### src/design/plint_pkg.sv
`timescale 1ns / 1ps
// ----------------------------------------------------------------------------
// plint_pkg
// shared types and constants of the piecewise linear interpolator
// ----------------------------------------------------------------------------
package plint_pkg;

  // request codes
  localparam logic REQ_LOAD  = 1'b0;
  localparam logic REQ_QUERY = 1'b1;

  // configuration register indexes
  localparam int  CFG_IDX_W  = 1;
  localparam logic [CFG_IDX_W-1:0] CFG_TABLE_LEN = 1'd0;
  localparam logic [CFG_IDX_W-1:0] CFG_ABOVE_VAL = 1'd1;

  localparam int LEN_W   = 7;
  localparam int DATA_W  = 32;
  localparam int DIFF_W  = DATA_W + 1;
  localparam int PROD_W  = 2 * DIFF_W;
  localparam int ENTRY_W = 6;

  typedef enum logic [1:0] {
    REG_BELOW  = 2'd0,
    REG_INTERP = 2'd1,
    REG_ABOVE  = 2'd2
  } region_e;

  typedef enum logic [2:0] {
    ST_IDLE,
    ST_WALK,
    ST_MUL,
    ST_LAUNCH,
    ST_DIV,
    ST_DONE
  } state_e;

  // query token that travels down the chain of cells
  typedef struct packed {
    logic                     valid;
    logic                     done;
    region_e                  region;
    logic signed [DATA_W-1:0] xq;
    logic signed [DATA_W-1:0] px;
    logic signed [DATA_W-1:0] py;
    logic signed [DATA_W-1:0] y0;
    logic signed [DIFF_W-1:0] dy;
    logic        [DIFF_W-1:0] dxq;
    logic        [DIFF_W-1:0] dx;
  } tok_t;

endpackage

### src/design/plint_div.sv
`timescale 1ns / 1ps
// ----------------------------------------------------------------------------
// plint_div
// restoring divider, one quotient bit per cycle
// ----------------------------------------------------------------------------
module plint_div import plint_pkg::*; (
  input  logic              clk_i,
  input  logic              rst_ni,
  input  logic              start_i,
  input  logic [PROD_W-1:0] dividend_i,
  input  logic [DIFF_W-1:0] divisor_i,
  output logic              busy_o,
  output logic              done_o,
  output logic [PROD_W-1:0] quotient_o
);

  localparam int CNT_W = $clog2(PROD_W + 1);

  logic [DIFF_W-1:0] rem_q, rem_d, dvs_q;
  logic [PROD_W-1:0] quo_q, quo_d;
  logic [CNT_W-1:0]  cnt_q;
  logic              busy_q, done_q;
  logic [DIFF_W:0]   trial;
  logic [DIFF_W:0]   shifted;

  // one subtract and compare step
  always_comb begin
    shifted = {rem_q, quo_q[PROD_W-1]};
    trial   = shifted - {1'b0, dvs_q};
    if (!trial[DIFF_W]) begin
      rem_d = trial[DIFF_W-1:0];
      quo_d = {quo_q[PROD_W-2:0], 1'b1};
    end else begin
      rem_d = shifted[DIFF_W-1:0];
      quo_d = {quo_q[PROD_W-2:0], 1'b0};
    end
  end

  // control
  always_ff @(posedge clk_i or negedge rst_ni) begin
    if (!rst_ni) begin
      busy_q <= 1'b0;
      done_q <= 1'b0;
      cnt_q  <= '0;
    end else begin
      done_q <= 1'b0;
      if (start_i) begin
        busy_q <= 1'b1;
        cnt_q  <= CNT_W'(PROD_W);
      end else if (busy_q) begin
        cnt_q <= cnt_q - 1'b1;
        if (cnt_q == CNT_W'(1)) begin
          busy_q <= 1'b0;
          done_q <= 1'b1;
        end
      end
    end
  end

  // datapath
  always_ff @(posedge clk_i) begin
    if (start_i) begin
      rem_q <= '0;
      quo_q <= dividend_i;
      dvs_q <= divisor_i;
    end else if (busy_q) begin
      rem_q <= rem_d;
      quo_q <= quo_d;
    end
  end

  assign busy_o     = busy_q;
  assign done_o     = done_q;
  assign quotient_o = quo_q;

endmodule

### config.mk
export PLATFORM = sky130hd
export DESIGN_NAME = plint_div
export DESIGN_NICKNAME = d
export VERILOG_FILES = /design/src/design/plint_pkg.sv /design/src/design/plint_div.sv
export SDC_FILE = /design/constraint.sdc
export NUM_CORES = 1
export LEC_CHECK = 0
export ABC_AREA = 1
export BUFFER_PORTS_ARGS = -buffer_cell sky130_fd_sc_hd__buf_4
export CAP_MARGIN = 20
export CORE_MARGIN = 2
export CORE_UTILIZATION = 45
export CTS_CLUSTER_SIZE = 20
export DETAILED_ROUTE_END_ITERATION = 12
export GPL_ROUTABILITY_DRIVEN = 0
export HOLD_SLACK_MARGIN = 0.12
export PLACE_DENSITY = 0.67
export SETUP_SLACK_MARGIN = 0.2
export SLEW_MARGIN = 20
export SYNTH_ARGS = -nofsm -noshare
export SYNTH_HDL_FRONTEND = slang
export SYNTH_SLANG_ARGS = --single-unit
### constraint.sdc
create_clock -name clk_i -period 6.3 [get_ports clk_i]
set_input_delay 1.26 -clock clk_i [delete_from_list [all_inputs] [get_ports clk_i]]
set_output_delay 1.26 -clock clk_i [all_outputs]
set_load 0.02 [all_outputs]
Yosys cells after proc, flatten, opt, wreduce, memory -nomap -nowiden
Cells that the tools add are included.
{ "word_totals": {"ff_bits": 141, "input_bits": 102, "out_inout_bits": 68, "word_cells": 22} }
{ "classes": {"n_addsub": 2, "n_eq_ne": 1, "mux": 12, "n_reduce_logical": 1} }
{ "op_table": {"columns": ["cell", "n"], "rows": [
  ["$mux 66", 2],
  ["$sub 34x33->34", 1],
  ["$mux 33", 1],
  ["$mux 7", 2],
  ["$eq 7x1->1 const B", 1],
  ["$mux 1", 7],
  ["$sub 7x1->7 const B", 1],
  ["$reduce_bool 2->1", 1]
]} }

Depth between registers and ports, before layout
Gate-level depths: netlist of run 1.
{ "logic_depth": {"depth_word": 4, "mapped_depth": 18, "depth_no_buf": 18} }

Worst setup path after synthesis of run 1
Ideal clock, no wire load.
{ "synth_path": {"kind": "input to register", "from": "input port start_i", "to": "register quo_q[0], in the netlist quotient_o[0], enable pin", "setup_time_ps": 420, "arrival_time_ps": 2943, "t_required_ps": 5880, "setup_slack_ps": 2936, "cell_stages": 3, "path_buffers": 1, "cell_sequence": "clkbuf_1 nor2_1 inv_1"} }
{ "synth_via": {"elab_chain_cells": 1} }
{ "synth_lines": {"columns": ["item", "line_no", "rtl"], "rows": [
  ["from (decl)", "plint_div.sv:9", "input logic start_i,"],
  ["$reduce_bool 2->1 (no line)", null, null],
  ["to (signal assigned)", "plint_div.sv:64", "quo_q <= dividend_i;"],
  ["to (signal assigned)", "plint_div.sv:68", "quo_q <= quo_d;"],
  ["to (decl)", "plint_div.sv:20", "logic [PROD_W-1:0] quo_q, quo_d;"]
]} }
Every way passes these cells.
A chain may end at the register's enable or synchronous reset.

Worst setup path after layout of run 1
{ "layout_path": {"from": "register rem_q[22]", "to": "register rem_q[32]"} }
{ "layout_via": {"elab_chain_cells": 2} }
{ "layout_lines": {"columns": ["item", "line_no", "rtl"], "rows": [
  ["from (decl)", "plint_div.sv:19", "logic [DIFF_W-1:0] rem_q, rem_d, dvs_q;"],
  ["from (signal assigned)", "plint_div.sv:67", "rem_q <= rem_d;"],
  ["$sub 34x33->34", "plint_div.sv:29", "trial = shifted - {1'b0, dvs_q};"],
  ["$mux 33", "plint_div.sv:30", "if (!trial[DIFF_W]) begin"]
]} }
Every way passes these cells.

==> results.cfg, run 1 <==
[sta]
setup-tns-final_ps = 0
clock.fmax_mhz = 323
fin_crit_sh = 0.491
finalMaxSlewViolations = 0
setup_viol = 0
rsz0062_at_grt = false
min_period_ps = 3090
hold_violations = 0
clock_skew_ps = 13.7
relSlewSlack = 0.365
worst_pin_slew_ps = 951

[clock_tree]
cts_resized = 0
htree_levels = 4
clock_sinks = 141
cts.clk_slew.worst_paths_ps = 70
cts_tree = done
cts_buffer_depth = 2
cts-root-buf = clkbuf_16
hold_buffers = 0
clk_latency_ps = 440
cts_buffers = 17
postCtsSetupBuffers = 0

[grt]
grt_overflow_total = 0
grt_max_degree = 77
grt_pass1_wl_mm = 37.4
grt_use_total = 0.237
antenna_found_initial = 0
grt_pass1_vias = 7446

[die]
start_util = 0.460
fp.dieArea_um2 = 20200
dieHeight_um = 142
pin_count = 170
core_um2 = 18700
fp-row-count = 50
die_w_um = 142

[yosys]
synth.cell_area_um2 = 8600
syn_inst = 1206
synth.most_common_cell = nand2_1
netlist.area_leader.share = 0.346
ys_top_cells_by_area = edfxtp_1, nand2_1, inv_1
synth.avg_cell_area_um2 = 7.13
synth-edff-count = 99
netlist.top_cell.by_area = edfxtp_1
netlist_top_cells_count = nand2_1, inv_1, edfxtp_1, nand3_1, nor2_1
synth_fp_nets = 1344
yosysUniqueCellTypes = 34
synth-async-reset-ratio = 0.0638
synth-seq-area-share = 0.449
yosys_warnings = 0
synth.ff_latch_count = 141
ys.flop_type = edfxtp_1

[route]
dr.pass1.iters = 5
postRouteAntennaNets = 0
drt_drc_violations_left = 0
drt_iter0_drc = 751
vias = 7859
drt_wl_total_mm = 23.1
via_per_inst = 4.87
wire_per_inst_um = 14.3

[finish]
diodes = 0
area_growth_pct = 23.7
fin_nets = 1506
multi_input_area_um2 = 3820
filler_cell_count = 1789
fin_util = 0.569
drive_gt1_frac = 0.162
seq_area_um2 = 3860
final_cells = 1615

[setup_path]
arrival_ps = 3420
path_max_fanout = 23
r2r-start = rem_q[22]
crit_required_ps = 6620
worstSetupStartpoint = rem_q[22]
cp-start-kind = flop
critPathKind = flop to flop
cp-end-kind = flop

[power_and_ir_drop]
power_density_nw_per_um2 = 302
power.leakage_nw = 5.86
vdd_drop_max_mv = 0.196

[run]
drv_cap = 0

[placed_design]
place_hpwl_mm = 17.2
io_buffers = 169
placed_cells = 1583

[outcome]
outcome = completed

[hold_path]
hp-class = flop to flop
hp-start = rem_q[0]
-- routing by layer --
| metal | vias to the layer above | global-route usage | share of wire |
|---|---|---|---|
| met4 | 0 | 0.0616 | 0.016 |
| li1 | 4039 | - | - |
| met3 | 26 | 0.0804 | 0.092 |
| met1 | 3516 | 0.318 | 0.44 |
| met5 | - | 0 | 0 |
| met2 | 278 | 0.368 | 0.45 |
-- power breakdown --
part           internal [mW]  switching, mW  total [mW]
combinational          0.373          0.633        1.01
clock                  0.591          0.434        1.03
sequential              1.11         0.0750        1.19
total                   2.08           1.14        3.22
-- metrics by stage --
step,setup slack (ps),hold slack [ps],area (um^2),total power [mW]
6_report,3210,477,10600,3.22
5_1_grt,2940,487,10600,3.41
4_1_cts,3270,477,10600,3.23
3_5_place_dp,3170,467,10100,2.20
3_3_place_gp,3230,461,10100,2.19
2_1_floorplan,2940,449,8600,1.90
-- cell usage in the layout (no fill, tap or decap), drive strengths merged, types with 2 or more instances in the layout --
cell	n
inv	220
and2	2
buf	173
nand2	555
a21oi	24
dfrtp	9
bufinv	2
o21bai	5
nor3	7
nand4	9
clkbuf	18
xnor2	14
clkinv	3
ha	35
nand3b	6
o21ai	8
edfxtp	99
nand3	101
dfxtp	33
nor2	50
xor2	2
-- registers in the layout (all words and copies together) (netlist names) --
| signal | count |
|---|---|
| quotient_o | 66 |
| dvs_q | 33 |
| rem_q | 33 |
| cnt_q | 7 |
| busy_o | 1 |
| done_o | 1 |
-- cell type report --
type / instances / area share
timing repair buffer: 173 / 0.122
clock buffer: 18 / 0.0403
clock inverter: 14 / 0.0143
multi-input combinational: 823 / 0.359
tap: 234 / 0.0275
inverter: 212 / 0.0748
sequential: 141 / 0.362
-- final timing paths --
path,slack [ps],endpoint,depth (start not counted)
setup / recovery,3210,rem_q[32],13
hold / removal,480,rem_q[0],2
setup reg to reg,3210,rem_q[32],13
hold reg to reg,480,rem_q[0],2
max in group asynchronous,5520,cnt_q[6],1
min in group asynchronous,640,cnt_q[0],1
-- critical path, cell delays in order, from the launching register on --
cell and delay, ps:
dfxtp_1 330, ha_1 400, nand2_1 140, inv_1 60
nand2_1 60, nand3_1 110, a21oi_2 180, nor2_1 90
nor2_4 140, nand3_2 520, nand2_2 660, nand2_1 120
nand3_1 100, nand2_1 60
-- cells by family (layout without fill, tap and decap cells) --
logic type / Yosys count / count (layout) / share of synthesized area
DFF: 141 / 141 / 0.449
and+or+nand+nor: 732 / 732 / 0.348
buffers and inverters: 242 / 417 / 0.109
AOI/OAI and AO/OA: 39 / 39 / 0.0252
adders and majority gates: 36 / 36 / 0.0532
xor gates and xnor gates: 16 / 16 / 0.0163
Power figures use the tool's default switching activity.
==> inputs of run 2 (changes only) <==
- clock period: 6.3 -> 3 ns (I/O delays scaled with it)
==> results.cfg, run 2 (same netlist as run 1, synthesis figures left out) <==
[setup_path]
cp_common_cell = nand2_1
path_max_fanout = 4
cp-start-kind = flop
critPathSlowestCell = fa_1
rr_endpoint = rem_q[24]
r2r-start = quotient_o[65]
cp_cell_sequence = inv_1 -> ha_1 -> fa_1 -> inv_1 -> nand3_1 -> nand2_1 -> nand2_1 -> nand2_1 -> nand2_1 -> nand2_1 -> nand3_1 -> nand2_1 -> nand2_1 -> nand2_1 -> nand2_1 -> nand3_1 -> nand2_1
path_delay_family = simple AND/OR/NAND/NOR gates
critPathBufInv = 2
arrival_ps = 2870
critPathKind = flop to flop
r2r_slack_ps = 450
critPathMaxStageDelay_ps = 420
crit_required_ps = 3320
ff2ff_path_depth = 17
cp-end-kind = flop

[power_and_ir_drop]
seq_power_share = 0.359
clkPwrFrac = 0.328
switching_share = 0.346
power_density_nw_per_um2 = 645
power_frac_comb = 0.313
switchingPower_mw = 2.40
total_power_mw = 6.94
p_int_mw = 4.53
vdd_drop_max_mv = 0.417
power.leakage_nw = 5.92

[finish]
diodes = 0
fin_nets = 1513
fin_util = 0.575
area_growth_pct = 25.0
final_cell_mix = nand2_1, inv_1, buf_4, nand3_1, edfxtp_1
drive_gt1_frac = 0.166
final_cells = 1620
filler_cell_count = 1782
layout.cells.most_common = nand2_1
largest_reg_flops = 66

[route]
dr.pass1.iters = 7
via_per_inst = 4.91
postRouteAntennaNets = 0
wire_per_inst_um = 15.0
vias = 7959
drt_drc_violations_left = 0
drt_wl_total_mm = 24.3
drt_iter0_drc = 663

[sta]
finalMaxSlewViolations = 0
setup-tns-final_ps = 0
clock_skew_ps = 9.77
setup_viol = 0
hold_violations = 0
worst_pin_slew_ps = 801
rsz0062_at_grt = false
clock.fmax_mhz = 392
fin_crit_sh = 0.850
relSlewSlack = 0.465
timing.hold.ws_ps = 347
min_period_ps = 2550

[clock_tree]
cts-root-buf = clkbuf_16
clock_sinks = 141
postCtsSetupBuffers = 0
clk_latency_ps = 430
cts_tree = done
htree_levels = 4
cts.clk_slew.worst_paths_ps = 60
cts_buffer_depth = 2
cts_buffers = 17

[grt]
grt_pass1_vias = 7672
met2_usage = 0.402
antenna_found_initial = 0
grt_overflow_total = 0
grt_most_used_layer = met2
grt_max_degree = 73
gr-usage-met3 = 0.0797
gr-usage-met1 = 0.319
grt_use_total = 0.248
grt_pass1_wl_mm = 38.9

[placed_design]
placed_cells = 1589
io_buffers = 169
place_hpwl_mm = 18.1

[die]
start_util = 0.460
dieHeight_um = 142
fp.dieArea_um2 = 20200
fp-row-count = 50
core_um2 = 18700
pin_count = 170
die_w_um = 142

[outcome]
outcome = completed

[hold_path]
hp-start = divisor_i[29]
hold_depth = 1
whs_endpoint = dvs_q[29]
hp-class = input port to flop

[run]
drv_cap = 0
[run 2: cell count changes in the layout (fill, tap and decap cells not counted), moves of 2 or more]
cell / delta
clkinv_4: +2
buf_4: +5
clkinv_1: -2
nand2_2: -2
inv_6: -3
nand2_4: +2
bufinv_16: +2
[run 2: worst register-to-register path: stages, from the launching register on]
cell and delay, ps:
edfxtp_1 380, inv_1 80, ha_1 230, fa_1 420
inv_1 130, nand3_1 80, nand2_1 160, nand2_1 70
nand2_1 150, nand2_1 80, nand2_1 180, nand3_1 140
nand2_1 80, nand2_1 40, nand2_1 60, nand2_1 50
nand3_1 80, nand2_1 50
[run 2: layout make-up]
type | instances | area [um^2] | share of cell area
inverter | 212 | 796 | 0.0740
multi-input combinational | 823 | 3830 | 0.356
clock buffer | 18 | 429 | 0.0399
clock inverter | 12 | 185 | 0.0172
tap | 234 | 293 | 0.0272
timing repair buffer | 180 | 1370 | 0.127
sequential | 141 | 3860 | 0.359
[run 2: timing repair]
action	CTS	global route
hold buffers	1	0
gates resized for setup	0	2
endpoints found under the hold margin	9	0
endpoints found under the setup margin	0	23
[run 2: through the flow]
stage | worst slack, ps | instance area (um^2)
2_1_floorplan | 296 | 8600
4_1_cts | 340 | 10700
3_5_place_dp | 346 | 10100
5_1_grt | 201 | 10800
3_3_place_gp | 448 | 10100
6_report | 450 | 10800
[run 2: worst max path at each step]
stage                   startpoint            end  depth (start not counted)
floorplan                  start_i  quotient_o[0]                          3
global placement          dvs_q[9]       rem_q[1]                         15
detailed placement        dvs_q[7]      rem_q[17]                         15
CTS                       dvs_q[7]      rem_q[17]                         15
global route             dvs_q[12]      rem_q[14]                         17
finish              quotient_o[65]      rem_q[24]                         17
[run 2: power by group through the flow]
stage	combinational, mW	clock, mW	sequential, mW
global route	2.44	2.38	2.52
detailed placement	2.14	0	2.52
finish	2.17	2.27	2.49
CTS	2.15	2.31	2.49
global placement	2.12	0	2.52
floorplan	1.38	0	2.61
[run 2: routing by layer]
metal / up-vias / wire length, um
met5: - / 0
met3: 36 / 2130
met4: 0 / 446
met1: 3585 / 10600
met2: 279 / 11100
li1: 4059 / -
