$ cat config.mk
export PLATFORM = sky130hd
export DESIGN_NAME = plint_cell
export DESIGN_NICKNAME = d
export VERILOG_FILES = /design/src/design/plint_pkg.sv /design/src/design/plint_cell.sv
export SDC_FILE = /design/constraint.sdc
export NUM_CORES = 1
export LEC_CHECK = 0
export BUFFER_PORTS_ARGS = -buffer_cell sky130_fd_sc_hd__buf_2
export CORE_AREA = 8 8 204 206
export CTS_CLUSTER_SIZE = 14
export DETAILED_ROUTE_END_ITERATION = 12
export DIE_AREA = 0 0 212 214
export MAX_ROUTING_LAYER = met4
export PLACE_DENSITY = 0.54
export SYNTH_ARGS = -nofsm -noshare
export SYNTH_HDL_FRONTEND = slang
export SYNTH_SLANG_ARGS = --single-unit
$ cat constraint.sdc
create_clock -name clk_i -period 2.23 [get_ports clk_i]
set_clock_uncertainty 0.15 [all_clocks]
set_input_delay 0.669 -clock clk_i [delete_from_list [all_inputs] [get_ports clk_i]]
set_output_delay 0.669 -clock clk_i [all_outputs]
set_load 0.01 [all_outputs]
$ cat src/design/plint_pkg.sv
`timescale 1ns / 1ps
// ----------------------------------------------------------------------------
// plint_pkg
// shared types and constants of the piecewise linear interpolator
// ----------------------------------------------------------------------------
package plint_pkg;

  // request codes
  localparam logic REQ_LOAD  = 1'b0;
  localparam logic REQ_QUERY = 1'b1;

  // configuration register indexes
  localparam int  CFG_IDX_W  = 1;
  localparam logic [CFG_IDX_W-1:0] CFG_TABLE_LEN = 1'd0;
  localparam logic [CFG_IDX_W-1:0] CFG_ABOVE_VAL = 1'd1;

  localparam int LEN_W   = 7;
  localparam int DATA_W  = 32;
  localparam int DIFF_W  = DATA_W + 1;
  localparam int PROD_W  = 2 * DIFF_W;
  localparam int ENTRY_W = 6;

  typedef enum logic [1:0] {
    REG_BELOW  = 2'd0,
    REG_INTERP = 2'd1,
    REG_ABOVE  = 2'd2
  } region_e;

  typedef enum logic [2:0] {
    ST_IDLE,
    ST_WALK,
    ST_MUL,
    ST_LAUNCH,
    ST_DIV,
    ST_DONE
  } state_e;

  // query token that travels down the chain of cells
  typedef struct packed {
    logic                     valid;
    logic                     done;
    region_e                  region;
    logic signed [DATA_W-1:0] xq;
    logic signed [DATA_W-1:0] px;
    logic signed [DATA_W-1:0] py;
    logic signed [DATA_W-1:0] y0;
    logic signed [DIFF_W-1:0] dy;
    logic        [DIFF_W-1:0] dxq;
    logic        [DIFF_W-1:0] dx;
  } tok_t;

endpackage

$ cat src/design/plint_cell.sv
`timescale 1ns / 1ps
// ----------------------------------------------------------------------------
// plint_cell
// one breakpoint cell: holds x and y, checks the passing query token
// ----------------------------------------------------------------------------
module plint_cell import plint_pkg::*; #(
  parameter int IDX = 0,
  parameter int CW  = 7
) (
  input  logic                     clk_i,
  input  logic                     rst_ni,
  input  logic                     wr_en_i,
  input  logic        [ENTRY_W-1:0] wr_idx_i,
  input  logic signed [DATA_W-1:0] wr_x_i,
  input  logic signed [DATA_W-1:0] wr_y_i,
  input  logic        [CW-1:0]     n_i,
  input  tok_t                     tok_i,
  output tok_t                     tok_o
);

  logic signed [DATA_W-1:0] ent_x_q, ent_y_q;
  tok_t tok_d, tok_q;
  logic in_use;

  // entry storage, written by a matching load
  always_ff @(posedge clk_i) begin
    if (wr_en_i && (32'(wr_idx_i) == 32'(IDX))) begin
      ent_x_q <= wr_x_i;
      ent_y_q <= wr_y_i;
    end
  end

  assign in_use = (CW'(IDX) < n_i);

  // compare and capture the bracketing segment
  always_comb begin
    tok_d = tok_i;
    if (tok_i.valid && !tok_i.done) begin
      if (IDX == 0) begin
        if (tok_i.xq <= ent_x_q) begin
          tok_d.done   = 1'b1;
          tok_d.region = REG_BELOW;
          tok_d.y0     = ent_y_q;
        end
      end else if (in_use && (ent_x_q > tok_i.xq)) begin
        tok_d.done   = 1'b1;
        tok_d.region = REG_INTERP;
        tok_d.y0     = tok_i.py;
        tok_d.dy     = DIFF_W'(ent_y_q) - DIFF_W'(tok_i.py);
        tok_d.dxq    = DIFF_W'(tok_i.xq) - DIFF_W'(tok_i.px);
        tok_d.dx     = DIFF_W'(ent_x_q) - DIFF_W'(tok_i.px);
      end
    end
    tok_d.px = ent_x_q;
    tok_d.py = ent_y_q;
  end

  // token stage
  always_ff @(posedge clk_i or negedge rst_ni) begin
    if (!rst_ni) begin
      tok_q <= '0;
    end else begin
      tok_q <= tok_d;
    end
  end

  assign tok_o = tok_q;

endmodule

Yosys cells after proc, flatten, opt, wreduce, memory -nomap -nowiden
Index checks and enable logic that the tools add are counted.

Bits in registers: 295. Bits of input ports: 311. Logic and storage cells: 21.

Magnitude comparators: 1. Muxes and demuxes: 4. Reduce and logical (&&, ||, !) cells: 4.

Operators by type and width (number): $mux 131 (1); $le 32x32->1 (1); $mux 32 (1); $logic_not 6->1 (1); $mux 3 (2); $logic_and 1x1->1 (2); $logic_not 1->1 (1).

Logic depth before layout (Yosys ltp)
Gate-level depths: netlist of run 1.

Word-level depth: 3. Mapped depth: 10. Mapped depth without buffers: 8.

Least setup slack after synthesis of run 1
No wires, ideal clock.

Kind: input port to flip-flop. From: input port wr_idx_i[2]. To: register ent_x_q[0], enable pin. Library setup time: 0.651 ns. Arrival: 7.402 ns. Data required time: 1.429 ns. Path slack: -5.973 ns. Cell stages on the path: 2. Path buffers: 0. Cell sequence: or4b_2 nor4_1.

Word-level cells in the longest chain between the ends: 2.

RTL lines: start: declaration (line plint_cell.sv:13) `input logic [ENTRY_W-1:0] wr_idx_i,`; $logic_not 6->1 (line plint_cell.sv:27) `if (wr_en_i && (32'(wr_idx_i) == 32'(IDX))) begin`; $logic_and 1x1->1 (line plint_cell.sv:27); end signal: assignment (line plint_cell.sv:28) `ent_x_q <= wr_x_i;`; end: declaration (line plint_cell.sv:21) `logic signed [DATA_W-1:0] ent_x_q, ent_y_q;`.

Every way passes these cells. A chain may end at the register's enable or synchronous reset.

==> run_summary.xml, run 1 <==
<?xml version="1.0" encoding="UTF-8"?>
<metrics>
  <group name="run_status">
    <metric name="outcome" unit="">complete, but fails checks</metric>
    <metric name="failed_checks" unit="">setup timing</metric>
  </group>
  <group name="die">
    <metric name="core.rowCount" unit="">72</metric>
    <metric name="design.die.area" unit="um^2">45370</metric>
    <metric name="floorplan.initialDensity" unit="%">23.97</metric>
    <metric name="ios" unit="">542</metric>
    <metric name="dieHeight" unit="um">214</metric>
    <metric name="core_ar" unit="um^2">38290</metric>
    <metric name="fp.dieW" unit="um">212</metric>
  </group>
  <group name="finish">
    <metric name="number_of_standard_cells_in_the_final_layout_excluding_fillers" unit="">1646</metric>
    <metric name="fin_util" unit="%">37.05</metric>
    <metric name="flow.area_growth_from_synthesis" unit="%">54.55</metric>
    <metric name="fin_nets" unit="">1432</metric>
    <metric name="share_of_final_layout_standard_cells_stronger_than_drive_strength_1" unit="%">56.15</metric>
  </group>
  <group name="sta">
    <metric name="finalSetupViolations" unit="">35</metric>
    <metric name="maxSlewViolCount" unit="">0</metric>
    <metric name="worst-slew-pin-transition" unit="ns">0.4576</metric>
    <metric name="max_clock_freq" unit="GHz">0.3905</metric>
    <metric name="total_negative_setup_slack" unit="ns">-9.025</metric>
    <metric name="worst_slack" unit="ns">-0.3309</metric>
    <metric name="rsz0062_at_grt" unit="">yes</metric>
    <metric name="post-route-min-period" unit="ns">2.561</metric>
    <metric name="period_share" unit="%">114.8</metric>
    <metric name="max-slew-margin-rel" unit="%">69.17</metric>
    <metric name="finalHoldViolations" unit="">0</metric>
  </group>
  <group name="clocking">
    <metric name="numCtsBuffers" unit="">34</metric>
    <metric name="clock_sinks" unit="">295</metric>
    <metric name="cts.path.max_buffers" unit="">3</metric>
    <metric name="clockRootBuffer" unit="">sky130_fd_sc_hd__clkbuf_16</metric>
    <metric name="cts-htree-levels" unit="">2</metric>
    <metric name="cts_tree" unit="">built</metric>
    <metric name="cts.clk_slew.worst_paths" unit="ns">0.06</metric>
    <metric name="insertion_delay" unit="ns">0.53</metric>
  </group>
  <group name="global_routing">
    <metric name="globalRoute.totalOverflow" unit="">0</metric>
    <metric name="grt_pass1_wl" unit="um">45050</metric>
    <metric name="antenna_violations_before_repair" unit="">16</metric>
    <metric name="grt_start_max_net_pins" unit="">53</metric>
    <metric name="number_of_global_route_vias_before_repair" unit="">7218</metric>
    <metric name="globalRouteTotalUtil" unit="%">13.63</metric>
  </group>
  <group name="synthesis">
    <metric name="netlist_area" unit="um^2">9178</metric>
    <metric name="synthesis.nets" unit="">877</metric>
    <metric name="avgSynthCellArea" unit="um^2">17.19</metric>
    <metric name="yosysWarnings" unit="">0</metric>
    <metric name="synth.yosys.seq_area_share" unit="%">83.93</metric>
    <metric name="synth_cell_type_count" unit="">38</metric>
    <metric name="seq_cells_post_synth" unit="">295</metric>
    <metric name="synthesis.instances" unit="">534</metric>
  </group>
  <group name="power">
    <metric name="leakage" unit="nW">6.863</metric>
    <metric name="fin_total_pwr" unit="mW">12.20</metric>
    <metric name="worst_ir_drop_vdd" unit="V">0.0004297</metric>
    <metric name="cellPowerDensity" unit="nW/um^2">859.9</metric>
  </group>
  <group name="placement">
    <metric name="dp_hpwl" unit="um">24630</metric>
    <metric name="numPortBuffers" unit="">470</metric>
    <metric name="number_of_placed_instances_with_taps_included" unit="">1560</metric>
    <metric name="gp_routability_congestion" unit="">0.8193</metric>
  </group>
  <group name="setup_path">
    <metric name="crit_family" unit="">compound AO/OA/AOI/OAI gates</metric>
    <metric name="crit_path_start_kind" unit="">flop</metric>
    <metric name="crit_top_cell" unit="">sky130_fd_sc_hd__buf_6</metric>
    <metric name="critPathArrivalTime" unit="ns">2.80</metric>
    <metric name="timing.critical_path.cells" unit="">inv_2, ha_4, buf_6, a21oi_4, nor2b_2, a2111oi_4, o311ai_4, a211oi_4, buf_6, clkbuf_16, o22ai_1</metric>
    <metric name="critical_path_fanouts_max" unit="">8</metric>
    <metric name="criticalPathCategory" unit="">flop to flop</metric>
    <metric name="timing.critical_path.to_type" unit="">flop</metric>
    <metric name="crit_required" unit="ns">2.47</metric>
    <metric name="critical_path.max_stage_delay" unit="ns">0.40</metric>
    <metric name="critical_path.slowest_cell" unit="">sky130_fd_sc_hd__edfxtp_1</metric>
    <metric name="critical_path_buffers_and_inverters" unit="">4</metric>
  </group>
  <group name="drt">
    <metric name="detailedRoute.firstPassIterationCount" unit="">4</metric>
    <metric name="detail_route.wl_per_cell" unit="um">19.24</metric>
    <metric name="routed_wl" unit="um">31680</metric>
    <metric name="avgViaCountPerCell" unit="">3.909</metric>
    <metric name="ant_nets" unit="">0</metric>
    <metric name="drt-initial-drc-count" unit="">266</metric>
    <metric name="dr_total_vias" unit="">6435</metric>
    <metric name="detail_route.drc_violations" unit="">0</metric>
  </group>
  <group name="flow_run">
    <metric name="timing.max_cap.violations" unit="">0</metric>
  </group>
  <group name="min_path">
    <metric name="min-delay-path-class" unit="">primary input to flop</metric>
  </group>
</metrics>
-- final cells by class --
type	count	area, um^2
Multi-Input combinational cell	190	1498
Fill cell	3686	24100
Antenna cell	15	37.54
Sequential cell	295	7702
Clock inverter	13	130.1
Inverter	36	135.1
Tap cell	518	648.1
Clock buffer	47	1002
Timing Repair Buffer	532	3030
-- per-stage QoR --
step	setup slack, ns	hold slack, ns	instance area [um^2]
after global routing	-0.4135	0.05497	14180
final	-0.3309	0.08852	14180
after detailed placement	-0.7294	0.2104	12780
after CTS	-0.2979	0.04282	13950
after global placement	-0.7296	0.2068	12780
after floorplan	-1.672	0.2046	9325
-- synthesized netlist by cell type --
cell                        count  share of area, %
sky130_fd_sc_hd__o22ai_2        3              0.41
sky130_fd_sc_hd__nand2_1       72               2.9
sky130_fd_sc_hd__buf_12         2              0.44
sky130_fd_sc_hd__o22ai_1       29               2.0
sky130_fd_sc_hd__or4b_2         1              0.11
sky130_fd_sc_hd__o311ai_1       1             0.095
sky130_fd_sc_hd__or2_1          1             0.068
sky130_fd_sc_hd__a22oi_1        1             0.082
sky130_fd_sc_hd__a211oi_2       1              0.14
sky130_fd_sc_hd__and3_2         1             0.082
sky130_fd_sc_hd__clkbuf_1       6              0.25
sky130_fd_sc_hd__o21bai_1       1             0.082
sky130_fd_sc_hd__edfxtp_1      64                21
sky130_fd_sc_hd__a31oi_1        1             0.068
sky130_fd_sc_hd__nor2b_1        2              0.14
sky130_fd_sc_hd__o21a_1         2              0.16
sky130_fd_sc_hd__nand3_1        1             0.054
sky130_fd_sc_hd__a32o_1         1              0.11
sky130_fd_sc_hd__or3_1          1             0.068
sky130_fd_sc_hd__nor4_1         3              0.20
sky130_fd_sc_hd__o21ba_1        1              0.11
sky130_fd_sc_hd__nor2_1         5              0.20
sky130_fd_sc_hd__nand4_1        6              0.41
sky130_fd_sc_hd__o21ai_1        1             0.054
sky130_fd_sc_hd__a21oi_1       12              0.65
sky130_fd_sc_hd__buf_2          3              0.16
sky130_fd_sc_hd__nor3_1         1             0.054
sky130_fd_sc_hd__buf_6          1              0.12
sky130_fd_sc_hd__a211oi_1       2              0.16
sky130_fd_sc_hd__o21ai_0        4              0.22
sky130_fd_sc_hd__a21o_1         1             0.082
sky130_fd_sc_hd__ha_1          32               4.4
sky130_fd_sc_hd__dfrtp_1      231                63
sky130_fd_sc_hd__inv_1         36               1.5
sky130_fd_sc_hd__and4_1         1             0.095
sky130_fd_sc_hd__a2111oi_2      1              0.16
sky130_fd_sc_hd__o211a_1        1              0.11
sky130_fd_sc_hd__buf_8          1              0.16
-- layer usage --
| layer | share of wire, % | up-vias | GRT usage, % |
|---|---|---|---|
| met1 | 38 | 3114 | 14.61 |
| li1 | - | 2961 | - |
| met3 | 10 | 43 | 5.832 |
| met4 | 2.6 | 0 | 4.773 |
| met5 | 0 | - | - |
| met2 | 49 | 317 | 22.34 |
-- placed cells by master, fill, tap and decap left out, types with 6 or more instances in the layout --
| cell | Yosys | routed |
|---|---|---|
| sky130_fd_sc_hd__nand2_1 | 72 | 72 |
| sky130_fd_sc_hd__nand4_1 | 6 | 6 |
| sky130_fd_sc_hd__clkbuf_16 | 0 | 38 |
| sky130_fd_sc_hd__o22ai_2 | 3 | 6 |
| sky130_fd_sc_hd__o22ai_1 | 29 | 26 |
| sky130_fd_sc_hd__buf_2 | 3 | 469 |
| sky130_fd_sc_hd__diode_2 | 0 | 15 |
| sky130_fd_sc_hd__buf_12 | 2 | 12 |
| sky130_fd_sc_hd__clkbuf_8 | 0 | 6 |
| sky130_fd_sc_hd__ha_1 | 32 | 23 |
| sky130_fd_sc_hd__clkinv_2 | 0 | 6 |
| sky130_fd_sc_hd__a21oi_1 | 12 | 9 |
| sky130_fd_sc_hd__buf_4 | 0 | 43 |
| sky130_fd_sc_hd__ha_4 | 0 | 9 |
| sky130_fd_sc_hd__edfxtp_1 | 64 | 64 |
| sky130_fd_sc_hd__inv_1 | 36 | 32 |
| sky130_fd_sc_hd__dfrtp_1 | 231 | 231 |
-- cells by family (layout without fill, tap and decap cells) --
logic type	after synthesis	in the layout	synth area share, %
flip-flops	295	295	83.93
AND/OR/NAND/NOR	95	95	4.431
AO/OA/AOI/OAI	63	63	4.676
buffers and inverters	49	628	2.604
adder cells (fa/ha/maj)	32	32	4.363
other	0	15	0
-- sequential cells by signal (all words and copies together) (netlist names) --
register and flops:
ent_y_q 32, ent_x_q 32, tok_o 231
-- path summary, 6_finish.rpt --
check / start / to / slack (ns) / cells after the start
worst max-delay path: ent_x_q[29]$_DFFE_PP_ / tok_o[112]$_DFF_PN0_ / -0.33 / 11
worst min-delay path: tok_i[88] / tok_o[88]$_DFF_PN0_ / 0.09 / 1
worst max register to register: ent_x_q[29]$_DFFE_PP_ / tok_o[112]$_DFF_PN0_ / -0.33 / 11
worst min register to register: ent_y_q[21]$_DFFE_PP_ / tok_o[152]$_DFF_PN0_ / 0.21 / 0
max in group asynchronous: rst_ni / tok_o[6]$_DFF_PN0_ / 0.72 / 3
min in group asynchronous: rst_ni / tok_o[92]$_DFF_PN0_ / 0.51 / 2
-- report_power, final --
group	switching [mW]	internal (mW)	total [mW]
sequential	0.0482	5.70	5.75
combinational	0.500	0.416	0.916
clock	2.15	3.39	5.54
-- what timing repair did --
action / in CTS / in global routing
resized for setup: 4 / 20
cloned: 0 / 4
endpoints found under the setup margin: 35 / 35
endpoints found under the hold margin: 43 / 0
buffers inserted: 1 / 5
hold buffers: 1 / 0
(Power assumes the default switching activity.)
==> run 2: changes to the inputs <==
- PLACE_DENSITY: 0.54 -> unset
==> run_summary.xml, run 2 (same netlist as run 1, synthesis figures left out) <==
<?xml version="1.0" encoding="UTF-8"?>
<metrics>
  <group name="die">
    <metric name="fp.dieW" unit="um">212</metric>
    <metric name="floorplan.initialDensity" unit="%">23.97</metric>
    <metric name="core_ar" unit="um^2">38290</metric>
    <metric name="design.die.area" unit="um^2">45370</metric>
    <metric name="dieHeight" unit="um">214</metric>
    <metric name="ios" unit="">542</metric>
    <metric name="core.rowCount" unit="">72</metric>
  </group>
  <group name="drt">
    <metric name="drt-initial-drc-count" unit="">298</metric>
    <metric name="routed_wl" unit="um">31990</metric>
    <metric name="ant_nets" unit="">0</metric>
    <metric name="detail_route.wl_per_cell" unit="um">19.56</metric>
    <metric name="dr_total_vias" unit="">6410</metric>
    <metric name="avgViaCountPerCell" unit="">3.918</metric>
    <metric name="detail_route.drc_violations" unit="">0</metric>
    <metric name="detailedRoute.firstPassIterationCount" unit="">5</metric>
  </group>
  <group name="finish">
    <metric name="multi_input_comb_area" unit="um^2">1498</metric>
    <metric name="fill_cells" unit="">3697</metric>
    <metric name="share_of_final_layout_standard_cells_stronger_than_drive_strength_1" unit="%">54.98</metric>
    <metric name="number_of_standard_cells_in_the_final_layout_excluding_fillers" unit="">1636</metric>
    <metric name="most_common_library_cell_in_the_layout_ignoring_fill_and_taps" unit="">sky130_fd_sc_hd__buf_2</metric>
    <metric name="largest_register_ffs" unit="">231</metric>
    <metric name="mostFrequentLayoutCells" unit="">sky130_fd_sc_hd__buf_2 (469), sky130_fd_sc_hd__dfrtp_1 (231), sky130_fd_sc_hd__nand2_1 (72)</metric>
    <metric name="storage_cell_area" unit="um^2">7702</metric>
    <metric name="fin_util" unit="%">36.84</metric>
    <metric name="fin_nets" unit="">1422</metric>
    <metric name="flow.area_growth_from_synthesis" unit="%">53.70</metric>
  </group>
  <group name="placement">
    <metric name="numPortBuffers" unit="">470</metric>
    <metric name="gp_routability_congestion" unit="">0.8398</metric>
    <metric name="number_of_placed_instances_with_taps_included" unit="">1553</metric>
    <metric name="dp_hpwl" unit="um">24350</metric>
  </group>
  <group name="power">
    <metric name="p_comb_share" unit="%">7.4</metric>
    <metric name="cellPowerDensity" unit="nW/um^2">875.5</metric>
    <metric name="p_sw" unit="mW">2.754</metric>
    <metric name="fin_total_pwr" unit="mW">12.35</metric>
    <metric name="leakage" unit="nW">6.795</metric>
    <metric name="clkPwrFrac" unit="%">46.1</metric>
    <metric name="power.share.switching" unit="%">22.30</metric>
    <metric name="worst_ir_drop_vdd" unit="V">0.0004776</metric>
    <metric name="p_seq_share" unit="%">46.5</metric>
    <metric name="pint" unit="mW">9.596</metric>
  </group>
  <group name="run_status">
    <metric name="failed_checks" unit="">setup timing</metric>
    <metric name="outcome" unit="">complete, but fails checks</metric>
  </group>
  <group name="flow_run">
    <metric name="timing.max_cap.violations" unit="">0</metric>
  </group>
  <group name="sta">
    <metric name="finalSetupViolations" unit="">35</metric>
    <metric name="maxSlewViolCount" unit="">0</metric>
    <metric name="max-slew-margin-rel" unit="%">71.00</metric>
    <metric name="max_clock_freq" unit="GHz">0.4016</metric>
    <metric name="period_share" unit="%">111.7</metric>
    <metric name="finalHoldViolations" unit="">0</metric>
    <metric name="worst_slack" unit="ns">-0.2603</metric>
    <metric name="rsz0062_at_grt" unit="">yes</metric>
    <metric name="post-route-min-period" unit="ns">2.490</metric>
    <metric name="worst-slew-pin-transition" unit="ns">0.4350</metric>
  </group>
  <group name="setup_path">
    <metric name="crit_path_start_kind" unit="">flop</metric>
    <metric name="criticalPathCategory" unit="">flop to flop</metric>
    <metric name="critical_path_fanouts_max" unit="">8</metric>
    <metric name="timing.critical_path.to_type" unit="">flop</metric>
    <metric name="crit_required" unit="ns">2.49</metric>
    <metric name="critPathArrivalTime" unit="ns">2.75</metric>
  </group>
  <group name="global_routing">
    <metric name="globalRoute.totalOverflow" unit="">0</metric>
    <metric name="antenna_violations_before_repair" unit="">13</metric>
    <metric name="number_of_global_route_vias_before_repair" unit="">7037</metric>
    <metric name="globalRouteTotalUtil" unit="%">14.08</metric>
    <metric name="grt_start_max_net_pins" unit="">55</metric>
    <metric name="grt_pass1_wl" unit="um">46060</metric>
  </group>
  <group name="clocking">
    <metric name="cts-htree-levels" unit="">2</metric>
    <metric name="clock_sinks" unit="">295</metric>
    <metric name="clockRootBuffer" unit="">sky130_fd_sc_hd__clkbuf_16</metric>
    <metric name="numCtsBuffers" unit="">34</metric>
    <metric name="cts_tree" unit="">built</metric>
    <metric name="cts.path.max_buffers" unit="">3</metric>
    <metric name="insertion_delay" unit="ns">0.53</metric>
    <metric name="cts.clk_slew.worst_paths" unit="ns">0.07</metric>
  </group>
  <group name="min_path">
    <metric name="min-delay-path-class" unit="">primary input to flop</metric>
  </group>
</metrics>
run 2: cell count changes in the layout (fill, tap and decap cells not counted), sizes merged:
cell	change
clkinv	-4
clkbuf	+2
buf	-9
bufinv	+1
diode	-1
clkinvlp	+1
run 2: through the flow:
stage	setup TNS (ns)	setup slack (ns)	area, um^2	hold slack [ns]
finish	-8.080	-0.2603	14110	0.09204
CTS	-9.870	-0.3137	13990	0.05375
global route	-12.09	-0.3634	14100	0.05679
global placement	-41.92	-0.8457	12680	0.2063
detailed placement	-43.43	-0.8792	12680	0.2113
floorplan	-114.55	-1.672	9325	0.2046
run 2: cell type report:
cell class / count / share of cell area (%)
clock inverter: 11 / 1.038
sequential: 295 / 54.60
timing repair buffer: 522 / 20.83
antenna: 14 / 0.2484
tap: 518 / 4.595
clock buffer: 50 / 7.114
inverter: 36 / 0.9580
multi-input combinational: 190 / 10.62
run 2: worst paths after layout:
path | start | end | slack [ns] | depth (start not counted)
hold / removal | tok_i[4] | tok_o[4]$_DFF_PN0_ | 0.09 | 1
setup / recovery | ent_x_q[17]$_DFFE_PP_ | tok_o[127]$_DFF_PN0_ | -0.26 | 9
hold reg to reg | ent_y_q[18]$_DFFE_PP_ | tok_o[149]$_DFF_PN0_ | 0.22 | 0
max in group asynchronous | rst_ni | tok_o[169]$_DFF_PN0_ | 0.79 | 3
min in group asynchronous | rst_ni | tok_o[179]$_DFF_PN0_ | 0.50 | 2
setup reg to reg | ent_x_q[17]$_DFFE_PP_ | tok_o[127]$_DFF_PN0_ | -0.26 | 9
run 2: critical path, stage by stage, from the launching register on:
cell	delay [ns]
sky130_fd_sc_hd__edfxtp_1	0.43
sky130_fd_sc_hd__inv_2	0.07
sky130_fd_sc_hd__ha_4	0.29
sky130_fd_sc_hd__nand4_1	0.14
sky130_fd_sc_hd__buf_4	0.17
sky130_fd_sc_hd__or3_1	0.37
sky130_fd_sc_hd__a31oi_1	0.18
sky130_fd_sc_hd__o21ba_4	0.26
sky130_fd_sc_hd__clkbuf_16	0.21
sky130_fd_sc_hd__o22ai_1	0.08
run 2: metal layers:
| metal | vias to the layer above | GRT usage [%] | share of wire, % |
|---|---|---|---|
| met5 | - | - | 0 |
| met4 | 0 | 4.402 | 2.6 |
| met3 | 56 | 5.744 | 10 |
| met2 | 312 | 23.12 | 49 |
| met1 | 3100 | 15.45 | 38 |
| li1 | 2942 | - | - |
run 2: power groups by stage:
stage / sequential [mW] / clock, mW / combinational [mW]
6_report: 5.74 / 5.69 / 0.915
4_1_cts: 5.75 / 5.88 / 0.930
3_5_place_dp: 5.85 / 0 / 0.894
3_3_place_gp: 5.84 / 0 / 0.880
2_1_floorplan: 5.95 / 0 / 0.162
5_1_grt: 5.76 / 6.10 / 1.01
run 2: repair_timing:
| item | in CTS | in global routing |
|---|---|---|
| gates cloned | 2 | 1 |
| endpoints found under the hold margin | 40 | 0 |
| endpoints found under the setup margin | 35 | 35 |
| buffers inserted | 2 | 2 |
| hold buffers | 1 | 0 |
| gates resized for setup | 14 | 6 |
| pin swaps | 5 | 3 |
